--- src/sv/zsse_pkg.sv ---
`default_nettype none
package zsse_pkg;

    localparam int DIM_BITS_DEF    = 16;
    localparam int QUEUE_DEPTH_DEF = 4;

    localparam logic [15:0] BLOCK_MAX = 16'hFFFF;
    localparam logic [16:0] ADLER_MOD = 17'd65521;
    localparam logic [7:0]  ZLIB_CMF  = 8'h78;
    localparam logic [7:0]  ZLIB_FLG  = 8'h01;

    // register indexes on the configuration port
    localparam logic [1:0] REG_IMAGE_WIDTH  = 2'd0;
    localparam logic [1:0] REG_IMAGE_HEIGHT = 2'd1;
    localparam logic [1:0] REG_PIXEL_MODE   = 2'd2;

    // pixel modes
    localparam logic [2:0] MODE_GRAY = 3'd0;
    localparam logic [2:0] MODE_RGB  = 3'd1;
    localparam logic [2:0] MODE_BIT1 = 3'd2;
    localparam logic [2:0] MODE_BIT2 = 3'd3;
    localparam logic [2:0] MODE_BIT4 = 3'd4;

    // byte slots of one item, in stream order
    localparam int POS_CMF  = 0;
    localparam int POS_FLG  = 1;
    localparam int POS_FBH  = 2;
    localparam int POS_FILT = 7;
    localparam int POS_DBH  = 8;
    localparam int POS_DATA = 13;
    localparam int POS_TRL  = 14;
    localparam int POS_LAST = 17;
    localparam int NPOS     = 18;

    typedef logic [NPOS-1:0] zsse_mask_t;

    // what one accepted item asks the back end to emit
    typedef struct packed {
        logic        hdr;
        logic        filt;
        logic        bh_filt;
        logic        data;
        logic        bh_data;
        logic        trailer;
        logic        bh_final;
        logic [15:0] bh_len;
        logic [7:0]  data_byte;
    } zsse_desc_t;

endpackage
`default_nettype wire

--- src/sv/zlib_stored_stream_encoder.sv ---
`default_nettype none
// Image-to-zlib encoder using stored deflate blocks. Samples enter in row
// order, one per cycle unless stalled, and leave as bytes of a zlib stream:
// header 78 01, a zero filter byte before each row, a 5-byte stored block
// header every 65535 data bytes (the last one marked final with its true
// length), and a big-endian Adler-32 trailer flagged by stream_end. In 1, 2
// and 4 bit modes indexes are packed MSB first and a row's partial byte is
// zero padded. The front end takes one sample per cycle while in_stall is
// low and hands a descriptor to a queue of QUEUE_DEPTH entries; the back end
// emits one byte per cycle while out_stall is low, expanding each item into
// its bytes (one for a plain data byte, up to 13 at a stream start, row
// start, block boundary or stream end). The output byte rate is the limit:
// in_stall rises only when the queue is full. Write the geometry registers
// between streams; writes while a stream is open are dropped.
module zlib_stored_stream_encoder #(
    parameter int DIM_BITS    = zsse_pkg::DIM_BITS_DEF,
    parameter int QUEUE_DEPTH = zsse_pkg::QUEUE_DEPTH_DEF
) (
    input  wire logic        clk,
    input  wire logic        rst_n,
    // configuration
    input  wire logic        psel,
    input  wire logic        penable,
    input  wire logic        pwrite,
    input  wire logic [3:0]  paddr,
    input  wire logic [31:0] pwdata,
    output logic      [31:0] prdata,
    output logic             pready,
    // sample input
    input  wire logic        in_valid,
    output logic             in_stall,
    input  wire logic [7:0]  sample,
    // byte output
    output logic             out_valid,
    input  wire logic        out_stall,
    output logic [7:0]       out_byte,
    output logic             run_last,
    output logic             stream_end
);

    logic                      stream_open;
    logic [2:0]                pbits;
    logic [DIM_BITS+1:0]       spr;
    logic [DIM_BITS-1:0]       height_eff;
    logic [2*DIM_BITS+1:0]     total;
    logic                      q_full, q_valid, push, pop;
    zsse_pkg::zsse_desc_t      push_desc, q_desc;

    assign pready = 1'b1;

    // register file plus geometry derived from it
    zsse_regs #(
        .DIM_BITS (DIM_BITS)
    ) u_regs (
        .clk         (clk),
        .rst_n       (rst_n),
        .psel        (psel),
        .penable     (penable),
        .pwrite      (pwrite),
        .paddr       (paddr),
        .pwdata      (pwdata),
        .prdata      (prdata),
        .stream_open (stream_open),
        .pbits       (pbits),
        .spr         (spr),
        .height_eff  (height_eff),
        .total       (total)
    );

    // classify each sample: which headers, filter, data and trailer bytes
    zsse_front #(
        .DIM_BITS (DIM_BITS)
    ) u_front (
        .clk         (clk),
        .rst_n       (rst_n),
        .in_valid    (in_valid),
        .in_stall    (in_stall),
        .sample      (sample),
        .pbits       (pbits),
        .spr         (spr),
        .height_eff  (height_eff),
        .total       (total),
        .stream_open (stream_open),
        .q_full      (q_full),
        .push        (push),
        .push_desc   (push_desc)
    );

    // hold descriptors while the back end works through byte bursts
    zsse_queue #(
        .DEPTH (QUEUE_DEPTH)
    ) u_queue (
        .clk       (clk),
        .rst_n     (rst_n),
        .push      (push),
        .push_desc (push_desc),
        .full      (q_full),
        .pop       (pop),
        .q_valid   (q_valid),
        .q_desc    (q_desc)
    );

    // expand descriptors to bytes, one per cycle while out_stall is low, and keep the checksum
    zsse_back u_back (
        .clk        (clk),
        .rst_n      (rst_n),
        .q_valid    (q_valid),
        .q_desc     (q_desc),
        .pop        (pop),
        .out_valid  (out_valid),
        .out_stall  (out_stall),
        .out_byte   (out_byte),
        .run_last   (run_last),
        .stream_end (stream_end)
    );

endmodule
`default_nettype wire

--- src/sv/zsse_regs.sv ---
`default_nettype none
module zsse_regs #(
    parameter int DIM_BITS = zsse_pkg::DIM_BITS_DEF
) (
    input  wire logic                    clk,
    input  wire logic                    rst_n,
    input  wire logic                    psel,
    input  wire logic                    penable,
    input  wire logic                    pwrite,
    input  wire logic [3:0]              paddr,
    input  wire logic [31:0]             pwdata,
    output logic      [31:0]             prdata,
    input  wire logic                    stream_open,
    output logic      [2:0]              pbits,
    output logic      [DIM_BITS+1:0]     spr,
    output logic      [DIM_BITS-1:0]     height_eff,
    output logic      [2*DIM_BITS+1:0]   total
);

    localparam int SW  = DIM_BITS + 2;
    localparam int BLW = 2 * DIM_BITS + 2;

    logic [DIM_BITS-1:0] width_reg, width_next;
    logic [DIM_BITS-1:0] height_reg, height_next;
    logic [2:0]          mode_reg, mode_next;
    logic [2:0]          pbits_reg, pbits_next;
    logic [SW-1:0]       spr_reg, spr_next;
    logic [DIM_BITS-1:0] heff_reg, heff_next;
    logic [BLW-1:0]      total_reg, total_next;

    logic                wr;
    logic [DIM_BITS-1:0] w_eff;
    logic [2:0]          mode_eff;
    logic [DIM_BITS+2:0] wbits;
    logic [DIM_BITS+2:0] wbits_rnd;
    logic [SW-1:0]       rdb;

    assign wr = psel && penable && pwrite && !stream_open;

    // derived geometry follows the registers in the same edge
    always_comb
    begin
        width_next  = width_reg;
        height_next = height_reg;
        mode_next   = mode_reg;
        if (wr)
        begin
            case (paddr[3:2])
                zsse_pkg::REG_IMAGE_WIDTH:  width_next  = pwdata[DIM_BITS-1:0];
                zsse_pkg::REG_IMAGE_HEIGHT: height_next = pwdata[DIM_BITS-1:0];
                zsse_pkg::REG_PIXEL_MODE:   mode_next   = pwdata[2:0];
                default:                    ;
            endcase
        end

        w_eff     = (width_next == '0) ? DIM_BITS'(1) : width_next;
        heff_next = (height_next == '0) ? DIM_BITS'(1) : height_next;
        mode_eff  = (mode_next > zsse_pkg::MODE_BIT4) ? zsse_pkg::MODE_GRAY : mode_next;

        case (mode_eff)
            zsse_pkg::MODE_BIT1: pbits_next = 3'd1;
            zsse_pkg::MODE_BIT2: pbits_next = 3'd2;
            zsse_pkg::MODE_BIT4: pbits_next = 3'd4;
            default:             pbits_next = 3'd0;
        endcase

        if (mode_eff == zsse_pkg::MODE_RGB)
            spr_next = {2'b00, w_eff} + {1'b0, w_eff, 1'b0};
        else
            spr_next = {2'b00, w_eff};

        case (pbits_next)
            3'd1:    wbits = {3'b000, w_eff};
            3'd2:    wbits = {2'b00, w_eff, 1'b0};
            3'd4:    wbits = {1'b0, w_eff, 2'b00};
            default: wbits = '0;
        endcase
        wbits_rnd = wbits + (DIM_BITS+3)'(7);

        if (pbits_next == 3'd0)
            rdb = spr_next;
        else
            rdb = {2'b00, wbits_rnd[DIM_BITS+2:3]};

        total_next = {{(BLW-DIM_BITS){1'b0}}, heff_next}
                   * {{(BLW-SW){1'b0}}, rdb + SW'(1)};
    end

    always_ff @(posedge clk or negedge rst_n)
    begin
        if (!rst_n)
        begin
            width_reg  <= DIM_BITS'(1);
            height_reg <= DIM_BITS'(1);
            mode_reg   <= zsse_pkg::MODE_GRAY;
            pbits_reg  <= 3'd0;
            spr_reg    <= SW'(1);
            heff_reg   <= DIM_BITS'(1);
            total_reg  <= BLW'(2);
        end
        else
        begin
            width_reg  <= width_next;
            height_reg <= height_next;
            mode_reg   <= mode_next;
            pbits_reg  <= pbits_next;
            spr_reg    <= spr_next;
            heff_reg   <= heff_next;
            total_reg  <= total_next;
        end
    end

    always_comb
    begin
        case (paddr[3:2])
            zsse_pkg::REG_IMAGE_WIDTH:  prdata = {{(32-DIM_BITS){1'b0}}, width_reg};
            zsse_pkg::REG_IMAGE_HEIGHT: prdata = {{(32-DIM_BITS){1'b0}}, height_reg};
            zsse_pkg::REG_PIXEL_MODE:   prdata = {29'd0, mode_reg};
            default:                    prdata = '0;
        endcase
    end

    assign pbits      = pbits_reg;
    assign spr        = spr_reg;
    assign height_eff = heff_reg;
    assign total      = total_reg;

endmodule
`default_nettype wire

--- src/sv/zsse_front.sv ---
`default_nettype none
module zsse_front #(
    parameter int DIM_BITS = zsse_pkg::DIM_BITS_DEF
) (
    input  wire logic                  clk,
    input  wire logic                  rst_n,
    input  wire logic                  in_valid,
    output logic                       in_stall,
    input  wire logic [7:0]            sample,
    input  wire logic [2:0]            pbits,
    input  wire logic [DIM_BITS+1:0]   spr,
    input  wire logic [DIM_BITS-1:0]   height_eff,
    input  wire logic [2*DIM_BITS+1:0] total,
    output logic                       stream_open,
    input  wire logic                  q_full,
    output logic                       push,
    output zsse_pkg::zsse_desc_t       push_desc
);

    localparam int SW  = DIM_BITS + 2;
    localparam int BLW = 2 * DIM_BITS + 2;
    localparam logic [BLW-1:0] BLK_MAX_W = {{(BLW-16){1'b0}}, zsse_pkg::BLOCK_MAX};

    logic                header_sent_reg, header_sent_next;
    logic [DIM_BITS-1:0] row_reg, row_next;
    logic [SW-1:0]       sir_reg, sir_next;
    logic [7:0]          pbuf_reg, pbuf_next;
    logic [2:0]          pcnt_reg, pcnt_next;
    logic [15:0]         bpos_reg, bpos_next;
    logic [BLW-1:0]      bleft_reg, bleft_next;

    logic                accept;
    logic                hdr, filt, bh_filt, data, bh_data, trailer;
    logic [BLW-1:0]      bl0, bl1, bl2, bh_sel;
    logic [15:0]         bp1, bp2;
    logic [SW-1:0]       sir_inc;
    logic                row_end;
    logic [DIM_BITS-1:0] row_inc;
    logic                packed_mode;
    logic [7:0]          pbuf_new;
    logic [3:0]          pcnt_new;
    logic [3:0]          used;
    logic [3:0]          shamt;
    logic [7:0]          packed_byte;

    function automatic logic [15:0] bp_inc(input logic [15:0] bp);
        return (bp == zsse_pkg::BLOCK_MAX - 16'd1) ? 16'd0 : bp + 16'd1;
    endfunction

    function automatic logic [BLW-1:0] bl_dec(input logic [BLW-1:0] bl);
        return (bl == '0) ? bl : bl - BLW'(1);
    endfunction

    assign in_stall    = q_full;
    assign accept      = in_valid && !q_full;
    assign stream_open = header_sent_reg;

    always_comb
    begin
        hdr     = !header_sent_reg;
        bl0     = hdr ? total : bleft_reg;
        filt    = (sir_reg == '0);
        bh_filt = filt && (bpos_reg == 16'd0);
        bp1     = filt ? bp_inc(bpos_reg) : bpos_reg;
        bl1     = filt ? bl_dec(bl0) : bl0;

        sir_inc = sir_reg + SW'(1);
        row_end = (sir_inc >= spr);

        // pack low index bits MSB first
        packed_mode = (pbits != 3'd0);
        pcnt_new    = {1'b0, pcnt_reg} + 4'd1;
        case (pbits)
            3'd1:
            begin
                pbuf_new = {pbuf_reg[6:0], sample[0]};
                used     = pcnt_new;
            end
            3'd2:
            begin
                pbuf_new = {pbuf_reg[5:0], sample[1:0]};
                used     = {pcnt_new[2:0], 1'b0};
            end
            3'd4:
            begin
                pbuf_new = {pbuf_reg[3:0], sample[3:0]};
                used     = {pcnt_new[1:0], 2'b00};
            end
            default:
            begin
                pbuf_new = pbuf_reg;
                used     = 4'd0;
            end
        endcase
        shamt       = 4'd8 - used;
        packed_byte = pbuf_new << shamt;

        data    = packed_mode ? ((used >= 4'd8) || row_end) : 1'b1;
        bh_data = data && (bp1 == 16'd0);
        bp2     = data ? bp_inc(bp1) : bp1;
        bl2     = data ? bl_dec(bl1) : bl1;

        bh_sel  = bh_filt ? bl0 : bl1;

        row_inc = row_reg + DIM_BITS'(1);
        trailer = row_end && (row_inc >= height_eff);

        push_desc.hdr       = hdr;
        push_desc.filt      = filt;
        push_desc.bh_filt   = bh_filt;
        push_desc.data      = data;
        push_desc.bh_data   = bh_data;
        push_desc.trailer   = trailer;
        push_desc.bh_final  = (bh_sel <= BLK_MAX_W);
        push_desc.bh_len    = (bh_sel < BLK_MAX_W) ? bh_sel[15:0] : zsse_pkg::BLOCK_MAX;
        push_desc.data_byte = packed_mode ? packed_byte : sample;

        push = accept && (hdr || filt || data);

        header_sent_next = header_sent_reg;
        row_next         = row_reg;
        sir_next         = sir_reg;
        pbuf_next        = pbuf_reg;
        pcnt_next        = pcnt_reg;
        bpos_next        = bpos_reg;
        bleft_next       = bleft_reg;
        if (accept)
        begin
            if (trailer)
            begin
                header_sent_next = 1'b0;
                row_next         = '0;
                sir_next         = '0;
                pbuf_next        = 8'd0;
                pcnt_next        = 3'd0;
                bpos_next        = 16'd0;
                bleft_next       = '0;
            end
            else
            begin
                header_sent_next = 1'b1;
                bpos_next        = bp2;
                bleft_next       = bl2;
                sir_next         = row_end ? '0 : sir_inc;
                row_next         = row_end ? row_inc : row_reg;
                if (packed_mode)
                begin
                    pbuf_next = data ? 8'd0 : pbuf_new;
                    pcnt_next = data ? 3'd0 : pcnt_new[2:0];
                end
            end
        end
    end

    always_ff @(posedge clk or negedge rst_n)
    begin
        if (!rst_n)
        begin
            header_sent_reg <= 1'b0;
            row_reg         <= '0;
            sir_reg         <= '0;
            pbuf_reg        <= 8'd0;
            pcnt_reg        <= 3'd0;
            bpos_reg        <= 16'd0;
            bleft_reg       <= '0;
        end
        else
        begin
            header_sent_reg <= header_sent_next;
            row_reg         <= row_next;
            sir_reg         <= sir_next;
            pbuf_reg        <= pbuf_next;
            pcnt_reg        <= pcnt_next;
            bpos_reg        <= bpos_next;
            bleft_reg       <= bleft_next;
        end
    end

endmodule
`default_nettype wire

--- src/sv/zsse_queue.sv ---
`default_nettype none
module zsse_queue #(
    parameter int DEPTH = zsse_pkg::QUEUE_DEPTH_DEF
) (
    input  wire logic                 clk,
    input  wire logic                 rst_n,
    input  wire logic                 push,
    input  wire zsse_pkg::zsse_desc_t push_desc,
    output logic                      full,
    input  wire logic                 pop,
    output logic                      q_valid,
    output zsse_pkg::zsse_desc_t      q_desc
);

    localparam int AW = $clog2(DEPTH);
    localparam int CW = $clog2(DEPTH + 1);

    zsse_pkg::zsse_desc_t slot_reg [DEPTH];
    logic [AW-1:0]        wr_ptr_reg, wr_ptr_next;
    logic [AW-1:0]        rd_ptr_reg, rd_ptr_next;
    logic [CW-1:0]        count_reg, count_next;
    logic                 do_push, do_pop;

    function automatic logic [AW-1:0] ptr_inc(input logic [AW-1:0] p);
        return (p == AW'(DEPTH - 1)) ? '0 : p + AW'(1);
    endfunction

    assign full    = (count_reg == CW'(DEPTH));
    assign q_valid = (count_reg != '0);
    assign q_desc  = slot_reg[rd_ptr_reg];
    assign do_push = push && !full;
    assign do_pop  = pop && q_valid;

    always_comb
    begin
        wr_ptr_next = do_push ? ptr_inc(wr_ptr_reg) : wr_ptr_reg;
        rd_ptr_next = do_pop ? ptr_inc(rd_ptr_reg) : rd_ptr_reg;
        count_next  = count_reg;
        if (do_push && !do_pop)
            count_next = count_reg + CW'(1);
        else if (do_pop && !do_push)
            count_next = count_reg - CW'(1);
    end

    always_ff @(posedge clk)
    begin
        if (do_push)
            slot_reg[wr_ptr_reg] <= push_desc;
    end

    always_ff @(posedge clk or negedge rst_n)
    begin
        if (!rst_n)
        begin
            wr_ptr_reg <= '0;
            rd_ptr_reg <= '0;
            count_reg  <= '0;
        end
        else
        begin
            wr_ptr_reg <= wr_ptr_next;
            rd_ptr_reg <= rd_ptr_next;
            count_reg  <= count_next;
        end
    end

endmodule
`default_nettype wire

--- src/sv/zsse_back.sv ---
`default_nettype none
module zsse_back (
    input  wire logic                 clk,
    input  wire logic                 rst_n,
    input  wire logic                 q_valid,
    input  wire zsse_pkg::zsse_desc_t q_desc,
    output logic                      pop,
    output logic                      out_valid,
    input  wire logic                 out_stall,
    output logic [7:0]                out_byte,
    output logic                      run_last,
    output logic                      stream_end
);

    zsse_pkg::zsse_mask_t mask_reg, mask_next;
    zsse_pkg::zsse_desc_t desc_reg, desc_next;
    logic        out_valid_reg, out_valid_next;
    logic [7:0]  out_byte_reg, out_byte_next;
    logic        run_last_reg, run_last_next;
    logic        stream_end_reg, stream_end_next;
    logic [15:0] adler_low_reg, adler_low_next;
    logic [15:0] adler_high_reg, adler_high_next;

    logic                 adv, have, emit;
    zsse_pkg::zsse_mask_t lowbit, rest, load_mask;
    logic [4:0]           idx;
    logic [7:0]           byte_sel;
    logic                 is_data;
    logic [15:0]          nlen;
    logic [16:0]          low_sum, high_sum;
    logic [15:0]          low_upd, high_upd;

    always_comb
    begin
        adv    = !out_valid_reg || !out_stall;
        have   = (mask_reg != '0);
        lowbit = mask_reg & (~mask_reg + zsse_pkg::zsse_mask_t'(1));
        rest   = mask_reg & ~lowbit;
        emit   = adv && have;
        pop    = adv && q_valid && (!have || (rest == '0));

        load_mask = {{4{q_desc.trailer}}, q_desc.data, {5{q_desc.bh_data}},
                     q_desc.filt, {5{q_desc.bh_filt}}, q_desc.hdr, q_desc.hdr};

        idx = 5'd0;
        for (int i = zsse_pkg::NPOS - 1; i >= 0; i--)
        begin
            if (mask_reg[i])
                idx = 5'(i);
        end

        nlen    = ~desc_reg.bh_len;
        is_data = 1'b0;
        case (idx)
            zsse_pkg::POS_CMF:                       byte_sel = zsse_pkg::ZLIB_CMF;
            zsse_pkg::POS_FLG:                       byte_sel = zsse_pkg::ZLIB_FLG;
            zsse_pkg::POS_FBH, zsse_pkg::POS_DBH:    byte_sel = {7'd0, desc_reg.bh_final};
            zsse_pkg::POS_FBH + 1, zsse_pkg::POS_DBH + 1:
                                                     byte_sel = desc_reg.bh_len[7:0];
            zsse_pkg::POS_FBH + 2, zsse_pkg::POS_DBH + 2:
                                                     byte_sel = desc_reg.bh_len[15:8];
            zsse_pkg::POS_FBH + 3, zsse_pkg::POS_DBH + 3:
                                                     byte_sel = nlen[7:0];
            zsse_pkg::POS_FBH + 4, zsse_pkg::POS_DBH + 4:
                                                     byte_sel = nlen[15:8];
            zsse_pkg::POS_FILT:
            begin
                byte_sel = 8'd0;
                is_data  = 1'b1;
            end
            zsse_pkg::POS_DATA:
            begin
                byte_sel = desc_reg.data_byte;
                is_data  = 1'b1;
            end
            zsse_pkg::POS_TRL:                       byte_sel = adler_high_reg[15:8];
            zsse_pkg::POS_TRL + 1:                   byte_sel = adler_high_reg[7:0];
            zsse_pkg::POS_TRL + 2:                   byte_sel = adler_low_reg[15:8];
            zsse_pkg::POS_LAST:                      byte_sel = adler_low_reg[7:0];
            default:                                 byte_sel = 8'd0;
        endcase

        // Adler-32 step, both sums kept below the modulus
        low_sum  = {1'b0, adler_low_reg} + {9'd0, byte_sel};
        low_upd  = (low_sum >= zsse_pkg::ADLER_MOD) ? 16'(low_sum - zsse_pkg::ADLER_MOD)
                                                    : low_sum[15:0];
        high_sum = {1'b0, adler_high_reg} + {1'b0, low_upd};
        high_upd = (high_sum >= zsse_pkg::ADLER_MOD) ? 16'(high_sum - zsse_pkg::ADLER_MOD)
                                                     : high_sum[15:0];

        adler_low_next  = adler_low_reg;
        adler_high_next = adler_high_reg;
        if (emit && is_data)
        begin
            adler_low_next  = low_upd;
            adler_high_next = high_upd;
        end
        else if (emit && (idx == 5'(zsse_pkg::POS_LAST)))
        begin
            adler_low_next  = 16'd1;
            adler_high_next = 16'd0;
        end

        if (pop)
            mask_next = load_mask;
        else if (emit)
            mask_next = rest;
        else
            mask_next = mask_reg;
        desc_next = pop ? q_desc : desc_reg;

        out_valid_next  = adv ? have : out_valid_reg;
        out_byte_next   = emit ? byte_sel : out_byte_reg;
        run_last_next   = emit ? (rest == '0) : run_last_reg;
        stream_end_next = emit ? (idx == 5'(zsse_pkg::POS_LAST)) : stream_end_reg;
    end

    always_ff @(posedge clk)
    begin
        desc_reg     <= desc_next;
        out_byte_reg <= out_byte_next;
    end

    always_ff @(posedge clk or negedge rst_n)
    begin
        if (!rst_n)
        begin
            mask_reg       <= '0;
            out_valid_reg  <= 1'b0;
            run_last_reg   <= 1'b0;
            stream_end_reg <= 1'b0;
            adler_low_reg  <= 16'd1;
            adler_high_reg <= 16'd0;
        end
        else
        begin
            mask_reg       <= mask_next;
            out_valid_reg  <= out_valid_next;
            run_last_reg   <= run_last_next;
            stream_end_reg <= stream_end_next;
            adler_low_reg  <= adler_low_next;
            adler_high_reg <= adler_high_next;
        end
    end

    assign out_valid  = out_valid_reg;
    assign out_byte   = out_byte_reg;
    assign run_last   = run_last_reg;
    assign stream_end = stream_end_reg;

endmodule
`default_nettype wire

--- config.mk ---
export PLATFORM = sky130hd
export DESIGN_NAME = zlib_stored_stream_encoder
export DESIGN_NICKNAME = d
export VERILOG_FILES = /design/src/sv/zsse_pkg.sv /design/src/sv/zlib_stored_stream_encoder.sv /design/src/sv/zsse_regs.sv /design/src/sv/zsse_front.sv /design/src/sv/zsse_queue.sv /design/src/sv/zsse_back.sv
export SDC_FILE = /design/constraint.sdc
export NUM_CORES = 2
export LEC_CHECK = 0
export BUFFER_PORTS_ARGS = -buffer_cell sky130_fd_sc_hd__buf_2
export CAP_MARGIN = 20
export CORE_UTILIZATION = 40
export CTS_BUF_LIST = sky130_fd_sc_hd__clkbuf_8
export CTS_CLUSTER_SIZE = 8
export DETAILED_ROUTE_END_ITERATION = 8
export GPL_TIMING_DRIVEN = 0
export PLACE_DENSITY = 0.59
export SLEW_MARGIN = 10
export SYNTH_ARGS = -nofsm -noshare
export SYNTH_HDL_FRONTEND = slang
export SYNTH_HIERARCHICAL = 1
export SYNTH_SLANG_ARGS = --single-unit
export TNS_END_PERCENT = 1
--- constraint.sdc ---
create_clock -name clk -period 19.8 [get_ports clk]
set_clock_uncertainty 0.05 [all_clocks]
set_input_delay 0.99 -clock clk [delete_from_list [all_inputs] [get_ports clk]]
set_output_delay 0.99 -clock clk [all_outputs]
set_load 0.01 [all_outputs]
==> out/metrics.yaml <==
synthesis:
  syn_area_um2: 38300
  synth.top_cell.area_share_pct: 16.7
  netlist_top_cells_area: "dfrtp_1, edfxtp_1, fa_1"
  avgSynthCellArea_um2: 9.29
  synth_edf_count: 157
  syn_inst: 4121
  yosysMostFrequentCell: "nand2_1"
  synth.distinct_cells: 145
  synth_seq_cells: 419
  ys_seq_area_share_pct: 29.5
  yosysWarningCount: 6
  synthTopCellsByCount: "nand2_1, inv_1, nor2_1"
  async_flop_share_pct: 62.5
  yosysTopAreaCell: "dfrtp_1"
  synth-main-ff-cell: "dfrtp_1"
timing:
  timing.final.crit_share_pct: 63.0
  rsz0062_at_grt: "false"
  final.setup.tns_ns: 0
  finalHoldViolations: 0
  relSlewSlack_pct: 23.7
  slew_violations: 0
  fin_crit_ns: 12.47
  worstMarginPinSlew_ns: 1.14
  setup_viol: 0
  max_freq_ghz: 0.0802
drt:
  drc: 0
  avgViaCountPerCell: 5.75
  drt_iter0_drc: 2747
  firstDrtPassIters: 6
  wire_per_inst_um: 21.6
  route.vias.total: 32292
  wl_mm: 121
  ant_nets: 0
flow_run:
  drv_cap: 0
critical_path:
  r2r_end: "u_regs/total[31]"
  r2r_setup_slack_ns: 7.33
  cp.required_ns: 20.27
  timing.rr.start: "u_front/stream_open"
  path_max_fanout: 10
  endpoint: "u_regs/total[31]"
  cp_slowest_cell: "a2111oi_0"
  critPathLaunchType: "register"
  critPathMostFrequentCell: "fa_1"
  path_class: "reg -> reg"
  setup.worst_path.start: "u_front/stream_open"
  cpPeakStageDelay_ns: 0.61
  r2r_cells: 37
  crit_arrival_ns: 12.94
  crit_path_end_kind: "register"
cts:
  clock-sinks: 419
  cts.hold.buffers_added: 0
  cts-root-buf: "clkbuf_8"
  path_clk_slew_ns: 0.06
  ctsResizeCount: 0
  cts_max_level: 3
  clkLatencyLatePin_ns: 0.72
  cts_buffers: 77
  cts_tree: "done"
  cts_setup_buffers: 0
  clockBufferDepth: 3
outcome:
  outcome: "finished, final reports clean"
min_path:
  hold_class: "in -> async"
layout:
  multi_input_area_um2: 24600
  largest_reg_flops: 124
  n_fill_cell: 9299
  area_growth_pct: 10.2
  seq_area_um2: 11300
  drive_above_1_share_pct: 11.2
  fin_nets: 4775
global_routing:
  grtUsageTotal_pct: 25.1
  antenna_found_initial: 4
  grt_pass1_wl_mm: 189
  grt_pass1_vias: 31861
  gr-total-overflow: 0
  grt_max_degree: 106
die:
  dieHeight_um: 311
  chipWidth_um: 311
  die_area_um2: 97000
  ios: 96
  core_area_um2: 94900
  fp-row-count: 113
  initial_core_util_pct: 40.4
placed_design:
  dp_hpwl_mm: 94.4
  place_congestion: 0.944
  portBuffers: 59
==> layout make-up <==
| cell class | count | share of cell area [%] |
|---|---|---|
| Multi-Input combinational cell | 3116 | 58.2 |
| Tap cell | 1265 | 3.75 |
| Timing Repair Buffer | 77 | 1.28 |
| Buffer | 196 | 2.44 |
| Antenna cell | 1 | 0.00593 |
| Clock inverter | 54 | 1.17 |
| Clock buffer | 85 | 2.77 |
| Inverter | 405 | 3.60 |
| Sequential cell | 419 | 26.7 |
==> cells by family (layout without fill, tap and decap cells) <==
group / after synthesis / after routing / synth area share [%]
fa+ha+maj: 435 / 435 / 18.6
simple gates: 1478 / 1478 / 19.7
other cells: 2 / 18 / 0.0196
buf+inv: 601 / 817 / 6.66
mux: 186 / 186 / 6.11
compound gates: 785 / 785 / 14.4
xor+xnor: 215 / 215 / 5.01
flops: 419 / 419 / 29.5
==> worst min-delay path by stage <==
stage	depth (start not counted)	startpoint	slack, ns	end
2_1_floorplan	2	u_front/bleft_reg[29]	0.41	u_front/bleft_reg[29]
3_3_place_gp	2	u_front/row_reg[15]	0.43	u_front/row_reg[15]
3_5_place_dp	1	u_queue/count_reg[2]	0.44	u_queue/count_reg[2]
4_1_cts	1	rst_n	0.14	u_back/adler_low_reg[2]
5_1_grt	1	rst_n	0.18	u_back/adler_low_reg[2]
6_report	1	rst_n	0.18	u_back/adler_high_reg[3]
==> worst max-delay path, delay by kind of cell (launching register included) <==
family                   cells  cell delay, ns
AO/OA/AOI/OAI                9            2.79
buffers and inverters        7            1.81
flip-flops                   1            0.59
XOR/XNOR                     1            0.41
multiplexers                 1            0.41
adder cells (fa/ha/maj)      8            3.73
AND/OR/NAND/NOR             11            2.44
==> layer usage <==
metal	vias to the layer above	track usage, %	part of all wire (%)
li1	14907	-	-
met1	15884	32.3	42
met2	1210	41.2	47
met3	291	3.48	6.2
met4	0	12.5	5.3
met5	-	0	0
==> per-stage QoR <==
step	cells	instance area [µm²]	hold slack [ns]	setup WS [ns]	util, %
6_report	5618	42200	0.178	7.33	44.5
5_1_grt	5618	42200	0.178	6.52	44.5
4_1_cts	5614	42200	0.144	7.32	44.5
3_5_place_dp	5475	40500	0.437	7.09	42.7
3_3_place_gp	5460	40200	0.434	7.10	42.4
2_1_floorplan	4136	38300	0.405	9.39	-
==> placed cells by master, fill, tap and decap left out, drive strengths merged, types with 68 or more instances in the layout <==
cell type / synthesis / layout
nor2: 304 / 304
nand3: 146 / 146
edfxtp: 157 / 157
nor3: 92 / 92
fa: 226 / 226
nand2: 484 / 484
clkbuf: 113 / 199
xnor2: 127 / 127
nor4: 68 / 68
buf: 83 / 158
inv: 403 / 433
mux2i: 110 / 110
ha: 206 / 206
a21oi: 112 / 112
dfrtp: 256 / 256
o21ai: 224 / 224
xor2: 88 / 88
Power is left out: the tool's default activity adds up to more than one toggle a clock period on the data nets, which glitch-free logic cannot reach.
